$ cat src/rtl/izs_pkg.sv
`default_nettype none

package izs_pkg;

	// Zone storage limit; zone ids at or above it are never valid
	localparam int unsigned MAX_ZONES = 16;

	// Field widths
	localparam int unsigned ZONE_W  = 4;
	localparam int unsigned ML_W    = 24;
	localparam int unsigned TIME_W  = 32;
	localparam int unsigned PCT_W   = 7;
	localparam int unsigned TGT_W   = 26;
	localparam int unsigned CFG_W   = 32;
	localparam int unsigned CFG_IDX_W = 3;

	// Milliseconds per second for the watering target
	localparam logic [9:0] MS_PER_SEC = 10'd1000;

	typedef enum logic [1:0] {
		MODE_IDLE  = 2'd0,
		MODE_PRIME = 2'd1,
		MODE_WATER = 2'd2,
		MODE_FAULT = 2'd3
	} mode_t;

	typedef enum logic [2:0] {
		F_NONE     = 3'd0,
		F_INVALID  = 3'd1,
		F_STALE    = 3'd2,
		F_LOWBAT   = 3'd3,
		F_LOWWATER = 3'd4,
		F_LOAD     = 3'd5,
		F_PRIME    = 3'd6,
		F_MAXDUR   = 3'd7
	} fault_t;

	typedef enum logic [2:0] {
		REQ_WATER = 3'd0,
		REQ_TICK  = 3'd1,
		REQ_CANCEL = 3'd2,
		REQ_CLEAR = 3'd3,
		REQ_TAKE  = 3'd4
	} req_t;

	typedef enum logic [CFG_IDX_W-1:0] {
		CFG_STALE_LIMIT  = 3'd0,
		CFG_MIN_SOC      = 3'd1,
		CFG_MIN_WATER    = 3'd2,
		CFG_PRIME_PULSES = 3'd3,
		CFG_PRIME_TMO    = 3'd4,
		CFG_MAX_DISPENSE = 3'd5,
		CFG_ZONE_COUNT   = 3'd6
	} cfg_idx_t;

	// A zone is valid below both the configured count and the storage limit
	function automatic logic zone_ok(input logic [ZONE_W-1:0] z, input logic [4:0] cnt);
		logic below_cnt;
		logic below_max;
		below_cnt = {1'b0, z} < cnt;
		below_max = 32'(z) < MAX_ZONES;
		return below_cnt && below_max;
	endfunction

endpackage

`default_nettype wire

$ cat src/rtl/irrigation_zone_sequencer_core.sv
// Channel  | handshake                     | payload
// ---------+-------------------------------+-----------------------------------------
// input    | in_valid / in_stall           | req_type, now_ms, zone, ... flow_ml
// result   | out_valid / out_stall         | accepted, run_state, ... record_ml
// config   | cfg_we (no handshake back)    | cfg_index, cfg_data
//
// An item is taken into the input register and evaluated there against the sequencer
// state; its result loads into the output register when the input register advances,
// one item per cycle sustained while the result output is not stalled.
// A stalled result holds the input register, so in_stall rises only when both are full.
// arst_n clears the state machine, the delivery record, the valid flags and the configuration registers to defaults.
`default_nettype none

module irrigation_zone_sequencer_core import izs_pkg::*; (
	input  wire logic                 clk,
	input  wire logic                 arst_n,
	// configuration
	input  wire logic                 cfg_we,
	input  wire logic [CFG_IDX_W-1:0] cfg_index,
	input  wire logic [CFG_W-1:0]     cfg_data,
	// input items
	input  wire logic                 in_valid,
	output logic                      in_stall,
	input  wire logic [2:0]           req_type,
	input  wire logic [TIME_W-1:0]    now_ms,
	input  wire logic [ZONE_W-1:0]    zone,
	input  wire logic [15:0]          duration_sec,
	input  wire logic                 sensor_valid,
	input  wire logic [TIME_W-1:0]    sensor_update_ms,
	input  wire logic [PCT_W-1:0]     battery_soc,
	input  wire logic [PCT_W-1:0]     tank_percent,
	input  wire logic                 load_ack,
	input  wire logic [23:0]          flow_pulses,
	input  wire logic [ML_W-1:0]      flow_ml,
	// result items
	output logic                      out_valid,
	input  wire logic                 out_stall,
	output logic                      accepted,
	output logic [1:0]                run_state,
	output logic [2:0]                fault_code,
	output logic [ZONE_W-1:0]         active_zone,
	output logic                      zone_owned,
	output logic                      pump_on,
	output logic                      load_on,
	output logic                      flow_clear,
	output logic [ML_W-1:0]           delivered_ml,
	output logic                      record_valid,
	output logic [ZONE_W-1:0]         record_zone,
	output logic [ML_W-1:0]           record_ml
);

	// configuration registers
	logic [TIME_W-1:0] stale_limit_q;
	logic [PCT_W-1:0]  min_soc_q;
	logic [PCT_W-1:0]  min_water_q;
	logic [23:0]       prime_pulses_q;
	logic [TIME_W-1:0] prime_tmo_q;
	logic [TIME_W-1:0] max_dispense_q;
	logic [4:0]        zone_count_q;

	// input register
	logic              valid_s1;
	logic [2:0]        typ_s1;
	logic [TIME_W-1:0] now_s1;
	logic [ZONE_W-1:0] zone_s1;
	logic [15:0]       dur_s1;
	logic              svalid_s1;
	logic [TIME_W-1:0] supd_s1;
	logic [PCT_W-1:0]  soc_s1;
	logic [PCT_W-1:0]  tank_s1;
	logic              ack_s1;
	logic [23:0]       pulses_s1;
	logic [ML_W-1:0]   ml_s1;

	// sequencer state
	mode_t             mode_q, mode_d;
	fault_t            fault_q, fault_d;
	logic              owned_q, owned_d;
	logic [ZONE_W-1:0] cur_zone_q, cur_zone_d;
	logic [TIME_W-1:0] phase_start_q, phase_start_d;
	logic [TGT_W-1:0]  target_q, target_d;
	logic [ML_W-1:0]   last_ml_q, last_ml_d;
	logic              rec_pending_q, rec_pending_d;
	logic [ZONE_W-1:0] rec_zone_q, rec_zone_d;
	logic [ML_W-1:0]   rec_ml_q, rec_ml_d;

	// result register flags that are not part of the state
	logic              out_valid_q;
	logic              acc_q, acc_d;
	logic              fclr_q, fclr_d;

	logic              advance;
	logic              running;
	logic              aged;
	logic [TIME_W-1:0] elapsed;
	logic [TGT_W-1:0]  target_new;

	// hold the input register while a result waits behind a stalled output
	assign in_stall = valid_s1 && out_valid_q && out_stall;
	assign advance  = valid_s1 && !(out_valid_q && out_stall);

	// configuration writes
	always_ff @(posedge clk or negedge arst_n) begin
		if (!arst_n) begin
			stale_limit_q  <= 32'd60000;
			min_soc_q      <= 7'd20;
			min_water_q    <= 7'd10;
			prime_pulses_q <= 24'd20;
			prime_tmo_q    <= 32'd10000;
			max_dispense_q <= 32'd600000;
			zone_count_q   <= 5'd4;
		end else if (cfg_we) begin
			case (cfg_index)
				CFG_STALE_LIMIT:  stale_limit_q  <= cfg_data;
				CFG_MIN_SOC:      min_soc_q      <= cfg_data[PCT_W-1:0];
				CFG_MIN_WATER:    min_water_q    <= cfg_data[PCT_W-1:0];
				CFG_PRIME_PULSES: prime_pulses_q <= cfg_data[23:0];
				CFG_PRIME_TMO:    prime_tmo_q    <= cfg_data;
				CFG_MAX_DISPENSE: max_dispense_q <= cfg_data;
				CFG_ZONE_COUNT:   zone_count_q   <= cfg_data[4:0];
				default: ;
			endcase
		end
	end

	// input register valid
	always_ff @(posedge clk or negedge arst_n) begin
		if (!arst_n) begin
			valid_s1 <= 1'b0;
		end else if (!in_stall) begin
			valid_s1 <= in_valid;
		end
	end

	// input register payload
	always_ff @(posedge clk) begin
		if (in_valid && !in_stall) begin
			typ_s1    <= req_type;
			now_s1    <= now_ms;
			zone_s1   <= zone;
			dur_s1    <= duration_sec;
			svalid_s1 <= sensor_valid;
			supd_s1   <= sensor_update_ms;
			soc_s1    <= battery_soc;
			tank_s1   <= tank_percent;
			ack_s1    <= load_ack;
			pulses_s1 <= flow_pulses;
			ml_s1     <= flow_ml;
		end
	end

	// shared terms of the event evaluation
	assign running    = (mode_q == MODE_PRIME) || (mode_q == MODE_WATER);
	assign elapsed    = now_s1 - phase_start_q;
	assign aged       = (supd_s1 != '0) && ((now_s1 - supd_s1) > stale_limit_q);
	assign target_new = TGT_W'(dur_s1) * TGT_W'(MS_PER_SEC);

	// evaluate one item against the state
	always_comb begin
		logic   do_cap;
		logic   go_fault;
		fault_t fcode;
		do_cap   = 1'b0;
		go_fault = 1'b0;
		fcode    = F_NONE;

		mode_d        = mode_q;
		fault_d       = fault_q;
		owned_d       = owned_q;
		cur_zone_d    = cur_zone_q;
		phase_start_d = phase_start_q;
		target_d      = target_q;
		last_ml_d     = last_ml_q;
		rec_pending_d = rec_pending_q;
		rec_zone_d    = rec_zone_q;
		rec_ml_d      = rec_ml_q;
		acc_d         = 1'b0;
		fclr_d        = 1'b0;

		case (typ_s1)
			REQ_WATER: begin
				if (mode_q == MODE_IDLE) begin
					owned_d = 1'b0;
					// checks in priority order; a failure leaves nothing delivered
					if (!zone_ok(zone_s1, zone_count_q) || dur_s1 == '0) begin
						fcode = F_INVALID;
					end else if (!svalid_s1 || aged) begin
						fcode = F_STALE;
					end else if (soc_s1 <= min_soc_q) begin
						fcode = F_LOWBAT;
					end else if (tank_s1 <= min_water_q) begin
						fcode = F_LOWWATER;
					end else if (!ack_s1) begin
						fcode = F_LOAD;
					end
					if (fcode != F_NONE) begin
						last_ml_d = '0;
						fault_d   = fcode;
						mode_d    = MODE_FAULT;
					end else begin
						cur_zone_d    = zone_s1;
						target_d      = target_new;
						last_ml_d     = '0;
						owned_d       = 1'b1;
						fclr_d        = 1'b1;
						phase_start_d = now_s1;
						mode_d        = MODE_PRIME;
						acc_d         = 1'b1;
					end
				end
			end
			REQ_TICK: begin
				if (mode_q == MODE_PRIME) begin
					if (pulses_s1 >= prime_pulses_q) begin
						phase_start_d = now_s1;
						mode_d        = MODE_WATER;
					end else if (elapsed >= prime_tmo_q) begin
						go_fault = 1'b1;
						fcode    = F_PRIME;
					end
				end else if (mode_q == MODE_WATER) begin
					if (elapsed >= max_dispense_q) begin
						go_fault = 1'b1;
						fcode    = F_MAXDUR;
					end else if (elapsed >= TIME_W'(target_q)) begin
						do_cap  = 1'b1;
						owned_d = 1'b0;
						mode_d  = MODE_IDLE;
					end else if (aged) begin
						go_fault = 1'b1;
						fcode    = F_STALE;
					end else if (soc_s1 <= min_soc_q) begin
						go_fault = 1'b1;
						fcode    = F_LOWBAT;
					end
				end
			end
			REQ_CANCEL: begin
				if (running) begin
					do_cap  = 1'b1;
					owned_d = 1'b0;
					mode_d  = MODE_IDLE;
				end
			end
			REQ_CLEAR: begin
				if (mode_q == MODE_FAULT) begin
					fault_d = F_NONE;
					owned_d = 1'b0;
					mode_d  = MODE_IDLE;
				end
			end
			REQ_TAKE: begin
				if (rec_pending_q) begin
					rec_pending_d = 1'b0;
					acc_d         = 1'b1;
				end
			end
			default: ;
		endcase

		// fault while running keeps the zone claimed until the fault is cleared
		if (go_fault) begin
			do_cap  = 1'b1;
			fault_d = fcode;
			mode_d  = MODE_FAULT;
		end

		// latch delivered volume and, for an owned valid zone, replace any pending record
		if (do_cap) begin
			if (owned_q || running) begin
				last_ml_d = ml_s1;
				if (owned_q && zone_ok(cur_zone_q, zone_count_q)) begin
					rec_zone_d    = cur_zone_q;
					rec_ml_d      = ml_s1;
					rec_pending_d = 1'b1;
				end
			end else begin
				last_ml_d = '0;
			end
		end
	end

	// state and result register, loaded as each item completes
	always_ff @(posedge clk or negedge arst_n) begin
		if (!arst_n) begin
			mode_q        <= MODE_IDLE;
			fault_q       <= F_NONE;
			owned_q       <= 1'b0;
			cur_zone_q    <= '0;
			phase_start_q <= '0;
			target_q      <= '0;
			last_ml_q     <= '0;
			rec_pending_q <= 1'b0;
			rec_zone_q    <= '0;
			rec_ml_q      <= '0;
			acc_q         <= 1'b0;
			fclr_q        <= 1'b0;
		end else if (advance) begin
			mode_q        <= mode_d;
			fault_q       <= fault_d;
			owned_q       <= owned_d;
			cur_zone_q    <= cur_zone_d;
			phase_start_q <= phase_start_d;
			target_q      <= target_d;
			last_ml_q     <= last_ml_d;
			rec_pending_q <= rec_pending_d;
			rec_zone_q    <= rec_zone_d;
			rec_ml_q      <= rec_ml_d;
			acc_q         <= acc_d;
			fclr_q        <= fclr_d;
		end
	end

	// result valid: load on advance, drop when taken
	always_ff @(posedge clk or negedge arst_n) begin
		if (!arst_n) begin
			out_valid_q <= 1'b0;
		end else if (!out_valid_q || !out_stall) begin
			out_valid_q <= valid_s1;
		end
	end

	// result fields follow the state, which only moves when a new result loads
	assign out_valid    = out_valid_q;
	assign accepted     = acc_q;
	assign run_state    = mode_q;
	assign fault_code   = fault_q;
	assign active_zone  = owned_q ? cur_zone_q : '0;
	assign zone_owned   = owned_q;
	assign pump_on      = running;
	assign load_on      = running;
	assign flow_clear   = fclr_q;
	assign delivered_ml = last_ml_q;
	assign record_valid = rec_pending_q;
	assign record_zone  = rec_zone_q;
	assign record_ml    = rec_ml_q;

endmodule

`default_nettype wire

$ cat config.mk
export PLATFORM = sky130hd
export DESIGN_NAME = irrigation_zone_sequencer_core
export DESIGN_NICKNAME = d
export VERILOG_FILES = /design/src/rtl/izs_pkg.sv /design/src/rtl/irrigation_zone_sequencer_core.sv
export SDC_FILE = /design/constraint.sdc
export NUM_CORES = 1
export LEC_CHECK = 0
export ABC_CLOCK_PERIOD_IN_PS = 5700
export BUFFER_PORTS_ARGS = -buffer_cell sky130_fd_sc_hd__buf_2
export CORE_ASPECT_RATIO = 1.75
export CORE_MARGIN = 1
export CORE_UTILIZATION = 42
export CTS_BUF_LIST = sky130_fd_sc_hd__clkbuf_4
export DETAILED_ROUTE_END_ITERATION = 6
export PLACE_DENSITY = 0.65
export SYNTH_ARGS = -nofsm -noshare
export SYNTH_HDL_FRONTEND = slang
export SYNTH_SLANG_ARGS = --single-unit
$ cat constraint.sdc
create_clock -name clk -period 5.7 [get_ports clk]
set_input_delay 0.57 -clock clk [delete_from_list [all_inputs] [get_ports clk]]
set_output_delay 0.57 -clock clk [all_outputs]
set_load 0.05 [all_outputs]
**Word level (Yosys, flattened, before mapping)**

Cells that the tools add are included.

- Flip-flop bits (word level): 412
- Output and inout bits: 69
- Logic and storage cells: 196

- $add $sub $neg: 2
- Multiply operators: 1
- Order comparisons: 9
- Equal/unequal tests: 31
- Muxes and demuxes: 76
- Bitwise operators: 1
- Reduce and logical (&&, ||, !) cells: 44

Operators with widths:

| operator | number |
|---|---|
| 2-to-1 mux 32 bit | 4 |
| 2-to-1 mux 24 bit | 4 |
| greater-or-equal comparator 32 bit | 2 |
| one-hot mux 32 bit (2 select lines) | 1 |
| subtractor 32 bit | 2 |
| 2-to-1 mux 3 bit | 17 |
| greater-or-equal comparator 32 x 26 -> 1 bit | 1 |
| > comparator 32 bit | 1 |
| nonzero test 32 bit | 1 |
| 2-to-1 mux 1 bit | 30 |
| 2-to-1 mux 2 bit | 13 |
| greater-or-equal comparator 24 bit | 1 |
| multiplier 16 x 7 -> 23 bit (second input constant) | 1 |
| != test 2 bit (second input constant) | 10 |
| AND reduction 9 bit | 2 |
| zero test 16 bit | 1 |
| != test 4 bit (second input constant) | 4 |
| less-or-equal comparator 7 bit | 2 |
| AND reduction 2 bit | 7 |
| equality test 3 x 2 -> 1 bit (second input constant) | 4 |
| equality test 3 bit (second input constant) | 4 |
| != test 3 bit (second input constant) | 4 |
| one-hot mux 3 bit (2 select lines) | 2 |
| less-than comparator 4 x 5 -> 1 bit | 2 |
| 21 further kinds | 44 |

**Logic depth before layout (Yosys ltp)**

Gate-level depths: netlist of the first run.

- Depth after elaboration: 13
- Depth in mapped cells: 29
- Depth with buffers taken out: 27

**Worst setup path after synthesis of the first run**

Ideal clock, no wire load.

- Path type: reg-to-reg
- Start point: reg now_s1[0]
- End point: reg rec_ml_q[19] (netlist: record_ml[19])
- Library setup time: 0.125 ns
- Arrival time: 5.871 ns
- Path slack: -0.296 ns
- Cell stages (with the launch flop): 29
- Period minus slack after synthesis: 5.996 ns
- Cells stage by stage: edfxtp_1 -> inv_1 -> ha_1 -> inv_1 -> fa_1 -> a211o_1 -> a21oi_1 -> o21ai_0 -> a221o_1 -> nor4b_1 -> o41ai_1 -> o211ai_1 -> a31oi_1 -> a211oi_1 -> xnor2_1 -> ha_1 -> nand4_1 -> or2_2 -> nor3_1 -> a21o_1 -> inv_1 -> o211ai_1 -> nand2_1 -> a2111o_1 -> o21a_1 -> a22oi_2 -> buf_6 -> buf_12 -> mux2_4

- Cells in the longest elaborated chain, start to end: 11
- Elaborated cells on any way between the ends: 22
- Classes of those cells: add/sub (2); order compare (4); mux (14); reduce/logical (2)

Ends and longest elaborated chain:

| item | line | text |
|---|---|---|
| from (decl) | irrigation_zone_sequencer_core.sv:64 | `logic [TIME_W-1:0] now_s1;` |
| from (signal assigned) | irrigation_zone_sequencer_core.sv:139 | `now_s1 <= now_ms;` |
| subtractor 32 bit | irrigation_zone_sequencer_core.sv:155 | `assign aged = (supd_s1 != '0) && ((now_s1 - supd_s1) > stale_limit_q);` |
| > comparator 32 bit | irrigation_zone_sequencer_core.sv:155 |  |
| logical AND 1 bit | irrigation_zone_sequencer_core.sv:155 |  |
| 2-to-1 mux 1 bit | irrigation_zone_sequencer_core.sv:229 | `end else if (aged) begin` |
| 2-to-1 mux 1 bit | irrigation_zone_sequencer_core.sv:225 | `end else if (elapsed >= TIME_W'(target_q)) begin` |
| 2-to-1 mux 1 bit | irrigation_zone_sequencer_core.sv:222 | `if (elapsed >= max_dispense_q) begin` |
| 2-to-1 mux 1 bit | irrigation_zone_sequencer_core.sv:221 | `end else if (mode_q == MODE_WATER) begin` |
| 2-to-1 mux 1 bit | irrigation_zone_sequencer_core.sv:213 | `if (mode_q == MODE_PRIME) begin` |
| 2-to-1 mux 1 bit | irrigation_zone_sequencer_core.sv:180 | `case (typ_s1)` |
| 2-to-1 mux 1 bit (*) | irrigation_zone_sequencer_core.sv:262 | `if (go_fault) begin` |
| AND reduction 4 bit (no line) (*) | - |  |
| to (signal assigned) | irrigation_zone_sequencer_core.sv:308 | `rec_ml_q <= rec_ml_d;` |
| to (decl) | irrigation_zone_sequencer_core.sv:85 | `logic [ML_W-1:0] rec_ml_q, rec_ml_d;` |

Every way passes the cells marked *; elsewhere a longest branch is shown, timed or not.
A chain may end at the register's enable or synchronous reset.

**Final worst setup path of the first run**

- Start point: reg now_s1[1]
- End point: reg rec_ml_q[17] (netlist: record_ml[17])

Same word-level chain as after synthesis.

==> results of run 1 <==
[cell usage in the layout, fill, tap and decap left out, types with 17 or more instances in the layout]
master,n
a211oi_1,22
a21o_1,64
a21oi_1,97
a22o_1,24
buf_2,258
buf_4,131
clkbuf_4,143
clkinv_1,29
dfrtp_1,234
dfstp_2,27
dlygate4sd3_1,187
edfxtp_1,151
fa_1,54
ha_1,289
inv_1,289
mux2_2,96
mux2_4,35
nand2_1,155
nand3_1,28
nand4_1,37
nor2_1,65
nor2b_1,19
nor3_1,25
o21a_1,17
o21ai_0,137
xnor2_1,40
xor2_1,21
[Yosys cell counts, drive strengths merged (38+ instances only)]
library cell	n
a21o	64
a21oi	105
clkbuf	38
dfrtp	234
edfxtp	151
fa	56
ha	290
inv	292
mux2	131
nand2	157
nor2	67
o21ai	156
xnor2	42
[power breakdown]
group          switching (mW)  internal [mW]  leakage, nW
logic                    3.96           3.01         9.75
clock network            1.31           1.27        0.785
registers               0.307           3.65         4.63
total                    5.58           7.93         15.2
[layer usage]
metal	wire, um	share of wire [%]	global-route usage [%]	up-vias
met5	0	0	0	-
met4	3140	4.7	11.6	0
met3	2340	3.5	3.35	153
met2	35100	53	42.3	431
met1	26100	39	24.9	9178
li1	-	-	-	9301
[per-stage QoR]
stage / instances / hold WS, ns / util [%]
5_1_grt: 3741 / 0.174 / 54.6
2_1_floorplan: 2226 / 0.274 / -
4_1_cts: 3732 / 0.0824 / 54.3
6_report: 3741 / 0.195 / 54.6
3_5_place_dp: 3340 / 0.460 / 47.9
3_3_place_gp: 3340 / 0.459 / 47.9
[sequential cells by signal, summed over array words and instances, names as in the netlist, 32 cells and up]
name	cells
supd_s1	32
max_dispense_q	32
phase_start_q	32
now_s1	32
prime_tmo_q	32
stale_limit_q	32
[worst paths after layout]
kind                                                       to  slack (ns)  cells past startpoint
worst max-delay path                record_ml[17]$_DFFE_PN0P_       -0.49                     28
worst min-delay path               min_water_q[3]$_DFFE_PN1P_        0.20                      5
worst max register to register      record_ml[17]$_DFFE_PN0P_       -0.49                     28
worst min register to register         flow_clear$_DFFE_PN0P_        0.48                      1
max in group asynchronous       stale_limit_q[28]$_DFFE_PN0P_        4.01                      3
min in group asynchronous            min_soc_q[5]$_DFFE_PN0P_        0.28                      2
[cells by family (layout without fill, tap and decap cells)]
kind of cell               Yosys count  in the layout  share of synthesized area, %
AOI/OAI and AO/OA                  500            500                          13.3
buffers and inverters              339           1078                          5.31
DFF                                412            412                          45.0
xor gates and xnor gates            64             64                          2.27
adders and majority gates          346            346                          19.3
and+or+nand+nor                    425            425                          8.39
other                                0              3                             0
muxes                              140            140                          6.48
[final cells by class]
cell class | count | area share (%)
Antenna cell | 3 | 0.0237
Multi-Input combinational cell | 1475 | 40.0
Sequential cell | 412 | 35.0
Timing Repair Buffer | 598 | 14.3
Clock inverter | 45 | 0.820
Inverter | 292 | 3.45
Clock buffer | 143 | 3.38
Tap cell | 773 | 3.05
[repair_timing]
action | in CTS | in global routing
endpoints found under the setup margin | 118 | 120
hold endpoints to repair | 367 | 0
setup buffers | 14 | 5
cloned | 3 | 1
gates resized for setup | 97 | 17
hold buffers | 187 | 0
pin swaps | 23 | 10
[critical path, delay by kind of cell, from the launching register on]
family	cells	cell delay [ns]
compound gates	13	2.72
xor+xnor	1	0.11
fa+ha+maj	2	0.70
buf+inv	6	0.91
flops	1	0.45
mux	1	0.31
simple gates	5	0.85
==> run_results.csv, run 1 <==
group,metric,value,unit
synth,synth_edf_count,151,
timing,finalSetupViolCount,118,
placement,hpwlAfterDp,49000,um
synth,syn-cell-area,0.0247,sq mm
cts,numCtsBuffers,102,
timing,finalCritPeriodShare,109,%
route,drt-total-wl,66700,um
cells_and_area,fillers,5149,
global_routing,grt_use_total,22.8,%
synth,async_flop_share,63.3,%
placement,pre_cts_ws,-0.612,ns
critical_path,cpPeakStageDelay,0.45,ns
placement,place.gp.congestion,0.992,
synth,yosysTopAreaCellShare,23.7,%
placement,port_buffers,259,
timing,fin_skew,0.0787,ns
floorplan,coreArea,0.0581,sq mm
power,peakVddDrop,280,uV
critical_path,crit_required,6.44,ns
synth,ys_seq_elements,412,
cts,insertion_delay,0.92,ns
floorplan,dieArea,0.0597,sq mm
flow_run,cap_viol_max_count,0,
route,route.antenna.remaining_nets,0,
route,drcViolationCount,0,
synth,avgSynthCellArea,11.1,sq um
timing,relSlewSlack,26.3,%
global_routing,antenna_found_initial,3,
critical_path,criticalPathCategory,"reg -> reg",
outcome,status,"complete, but fails checks",
synth,synth_area_leader_cell,"dfrtp_1",
floorplan,die_y,323,um
outcome,violations,"setup timing",
cts,path_clk_slew,0.07,ns
synth,ys.flop_type,"dfrtp_1",
route,num_vias,19100,
cts,cts_tree,"done",
floorplan,die_w,185,um
cells_and_area,final_nets,3418,
cells_and_area,final_cell_area,0.0317,sq mm
critical_path,cp-startpoint,"now_s1[1]$_DFFE_PP_",
synth,synthCells,2226,
timing,finalSetupTns,-39.99,ns
power,p_per_area,426,mW/mm^2
cts,clk_path_buf_depth,3,
timing,worst_slew_pin_slew,1.09,ns
floorplan,io_pins,260,
synth,syn_nets,2763,
cts,htree_levels,3,
route,via_per_inst,5.10,
power,finalPower,13.5,mW
worst_hold_path,holdCritStartpoint,"cfg_index[0]",
timing,rsz0062_at_grt,"yes",
critical_path,cp_max_fo,8,
cells_and_area,drive_above_1_share,27.1,%
cts,clock_sinks,412,
critical_path,worstPathArrival,6.93,ns
timing,max_freq,162,MHz
synth,yosysSeqAreaShare,45.0,%
critical_path,crit_path_start_kind,"flop",
global_routing,grt_max_degree,112,
synth,ys_types,78,
route,first_pass_iters,4,
timing,hold_viol,0,
critical_path,rr_startpoint,"now_s1[1]$_DFFE_PP_",
cells_and_area,multi_input_area,0.0127,sq mm
floorplan,rows,117,
route,wl_per_cell,17.8,um
global_routing,overflow,0,
timing,slew_viol_final,0,
placement,placed_area,0.0278,sq mm
timing,final.setup.worst_slack,-0.489,ns
cells_and_area,area_delta_synth_final,28.6,%
synth,yosysWarnings,0,
timing,period_needed,6.19,ns
route,drt_iter0_drc,631,
cts,clock-root-buffer,"clkbuf_4",
worst_hold_path,hold_path.class,"in -> reg",
critical_path,cp_slowest_cell,"edfxtp_1",
floorplan,start_util,42.4,%
power,leakagePower,15.2,nW
synth,synth_top_cells_by_area,"dfrtp_1, edfxtp_1, ha_1, mux2_2, fa_1",
global_routing,grt_pass1_wl,105000,um
cells_and_area,seq_area,0.0111,sq mm
global_routing,grt_pass1_vias,20500,
critical_path,end_kind,"flop",
No activity file was read; power rests on OpenSTA's default activity.
==> run 2, diff against run 1 <==
SETUP_SLACK_MARGIN = 0.1   (was default)
==> run 2 against run 1 <==
Net effect:
- sequential share of layout area fell by 0.28 points
- worst setup slack worse by 0.036 ns
- the run still ends with setup timing left
- die area unchanged
- flip-flop and latch count unchanged
- critical endpoint is now record_ml[7]$_DFFE_PN0P_
- count of clock-buffer cells in the layout rose by 5
- sequential power barely moved
- total power rose by 0.98%
- clock skew shrank 0.0080 ns
==> run_results.csv, run 2 (synthesis gave the netlist of run 1 again) <==
group,metric,value,unit
power,pwr-share-comb,52.0,%
power,p_clk_share,18.8,%
floorplan,die_y,323,um
global_routing,antenna_found_initial,3,
critical_path,rr_endpoint,"record_ml[7]$_DFFE_PN0P_",
cells_and_area,fin_cells,3740,
route,drt_iter0_drc,750,
route,drcViolationCount,0,
global_routing,grt_pass1_wl,107000,um
cts,clock-root-buffer,"clkbuf_4",
cells_and_area,fillers,5085,
timing,hold_viol,0,
cts,numCtsBuffers,101,
timing,final.setup.worst_slack,-0.524,ns
global_routing,grt_max_degree,152,
timing,finalCritPeriodShare,109,%
timing,finalSetupViolCount,118,
cells_and_area,multi_input_area,0.0128,sq mm
timing,period_needed,6.22,ns
floorplan,io_pins,260,
critical_path,cp_max_fo,8,
cells_and_area,drive_above_1_share,28.0,%
worst_hold_path,hold_path.class,"in -> reg",
route,route.antenna.remaining_nets,0,
floorplan,coreArea,0.0581,sq mm
route,wl_per_cell,18.3,um
outcome,status,"complete, but fails checks",
placement,hpwlAfterDp,49100,um
floorplan,rows,117,
timing,fin_skew,0.0707,ns
critical_path,crit_required,6.46,ns
cts,htree_levels,3,
timing,rsz0062_at_grt,"yes",
global_routing,grt_use_total,23.4,%
cells_and_area,seq_area,0.0111,sq mm
power,peakVddDrop,265,uV
critical_path,rr_startpoint,"now_s1[0]$_DFFE_PP_",
cts,clk_path_buf_depth,3,
cells_and_area,final_nets,3412,
power,p_per_area,427,mW/mm^2
timing,worst_slew_pin_slew,1.15,ns
worst_hold_path,min_to,"min_soc_q[2]$_DFFE_PN1P_",
cells_and_area,area_delta_synth_final,29.7,%
power,intPower,7.97,mW
cts,path_clk_slew,0.07,ns
placement,place.gp.congestion,0.960,
power,switching_power,5.67,mW
critical_path,worstPathArrival,6.98,ns
critical_path,criticalPathCategory,"reg -> reg",
critical_path,end_kind,"flop",
outcome,violations,"setup timing",
timing,slew_viol_final,0,
power,seqPwrFrac,29.1,%
critical_path,cp_slowest_cell,"edfxtp_1",
critical_path,crit_path_start_kind,"flop",
route,first_pass_iters,5,
critical_path,rr_worst_depth,30,
placement,dp_cells,3316,
critical_path,rrSetupSlack,-0.52,ns
global_routing,grt_pass1_vias,20800,
power,netSwitchingFraction,41.6,%
route,via_per_inst,5.14,
timing,relSlewSlack,23.2,%
cts,cts_tree,"done",
cts,clock_sinks,412,
timing,max_freq,161,MHz
power,finalPower,13.6,mW
cells_and_area,layout_commonest_cell,"inv_1",
floorplan,dieArea,0.0597,sq mm
floorplan,die_w,185,um
flow_run,cap_viol_max_count,0,
global_routing,overflow,0,
critical_path,cpPeakStageDelay,0.41,ns
floorplan,start_util,42.4,%
placement,port_buffers,259,
worst_hold_path,hold_path_depth,5,
cts,insertion_delay,0.90,ns
power,leakagePower,15.2,nW
route,num_vias,19200,
worst_hold_path,holdCritStartpoint,"cfg_index[1]",
cells_and_area,mostFrequentLayoutCells,"inv_1, ha_1, buf_2",
route,drt-total-wl,68500,um
## run 2: changes by cell type in the layout (fill, tap and decap cells not counted), moves of 4 or more
cell	delta
nand2_2	+5
o21ai_0	-12
clkbuf_4	+5
nand2_1	-6
buf_4	-18
buf_6	+4
o21ai_1	+13
buf_16	+4
## run 2: how the worst max path moves through the flow
stage / from / end / slack, ns / depth (start not counted)
5_1_grt: now_s1[0]$_DFFE_PP_ / record_ml[2]$_DFFE_PN0P_ / -0.81 / 30
3_3_place_gp: now_s1[0]$_DFFE_PP_ / record_ml[17]$_DFFE_PN0P_ / -0.54 / 28
6_report: now_s1[0]$_DFFE_PP_ / record_ml[7]$_DFFE_PN0P_ / -0.52 / 30
2_1_floorplan: now_s1[0]$_DFFE_PP_ / record_ml[19]$_DFFE_PN0P_ / 0.12 / 28
3_5_place_dp: now_s1[0]$_DFFE_PP_ / record_ml[13]$_DFFE_PN0P_ / -0.66 / 28
4_1_cts: now_s1[0]$_DFFE_PP_ / record_ml[5]$_DFFE_PN0P_ / -0.48 / 29
## run 2: stage by stage
| stage | utilization (%) | setup WS, ns | setup TNS [ns] | hold WS [ns] | area (sq um) |
|---|---|---|---|---|---|
| final | 55.0 | -0.524 | -44.68 | 0.210 | 32000 |
| after global routing | 55.0 | -0.813 | -79.50 | 0.172 | 32000 |
| after CTS | 54.8 | -0.476 | -35.21 | 0.0989 | 31800 |
| after detailed placement | 47.7 | -0.661 | -49.01 | 0.478 | 27700 |
| after global placement | 47.7 | -0.537 | -38.87 | 0.459 | 27700 |
| after floorplan | - | 0.118 | 0 | 0.274 | 24700 |
## run 2: worst max-delay path: cells and delay by family, from the launching register on
kind | cells | cell delay, ns
AO/OA/AOI/OAI | 13 | 2.84
AND/OR/NAND/NOR | 6 | 1.01
adder cells (fa/ha/maj) | 3 | 0.76
buffers and inverters | 6 | 0.75
flip-flops | 1 | 0.41
multiplexers | 1 | 0.31
XOR/XNOR | 1 | 0.08
## run 2: final cells by class
| type | instances | share of cell area, % |
|---|---|---|
| antenna | 3 | 0.0235 |
| clock buffer | 148 | 3.47 |
| inverter | 292 | 3.43 |
| clock inverter | 44 | 0.720 |
| multi-input combinational | 1475 | 40.1 |
| sequential | 412 | 34.7 |
| tap | 773 | 3.02 |
| timing repair buffer | 593 | 14.5 |
## run 2: power by group through the flow
| stage | Sequential, mW | Combinational, mW | Clock, mW |
|---|---|---|---|
| after floorplan | 4.47 | 4.10 | 0 |
| after global placement | 4.00 | 6.40 | 0 |
| after detailed placement | 4.02 | 6.56 | 0 |
| after CTS | 3.97 | 7.07 | 2.67 |
| after global routing | 4.04 | 7.89 | 2.79 |
| final | 3.98 | 7.10 | 2.57 |
## run 2: metal layers
metal | global-route usage, % | up-vias | share of wire, %
li1 | - | 9290 | -
met1 | 25.4 | 9294 | 39
met2 | 42.7 | 443 | 52
met3 | 3.08 | 197 | 3.3
met4 | 14.3 | 0 | 5.9
met5 | 0 | - | 0
## run 2: repair_timing
item                                   in CTS  in global routing
pin swaps                                  17                 23
setup buffers                              28                  8
cloned                                      9                  2
resized for setup                         117                 48
setup endpoints to repair                 119                120
endpoints found under the hold margin     362                  0
hold buffers                              187                  0
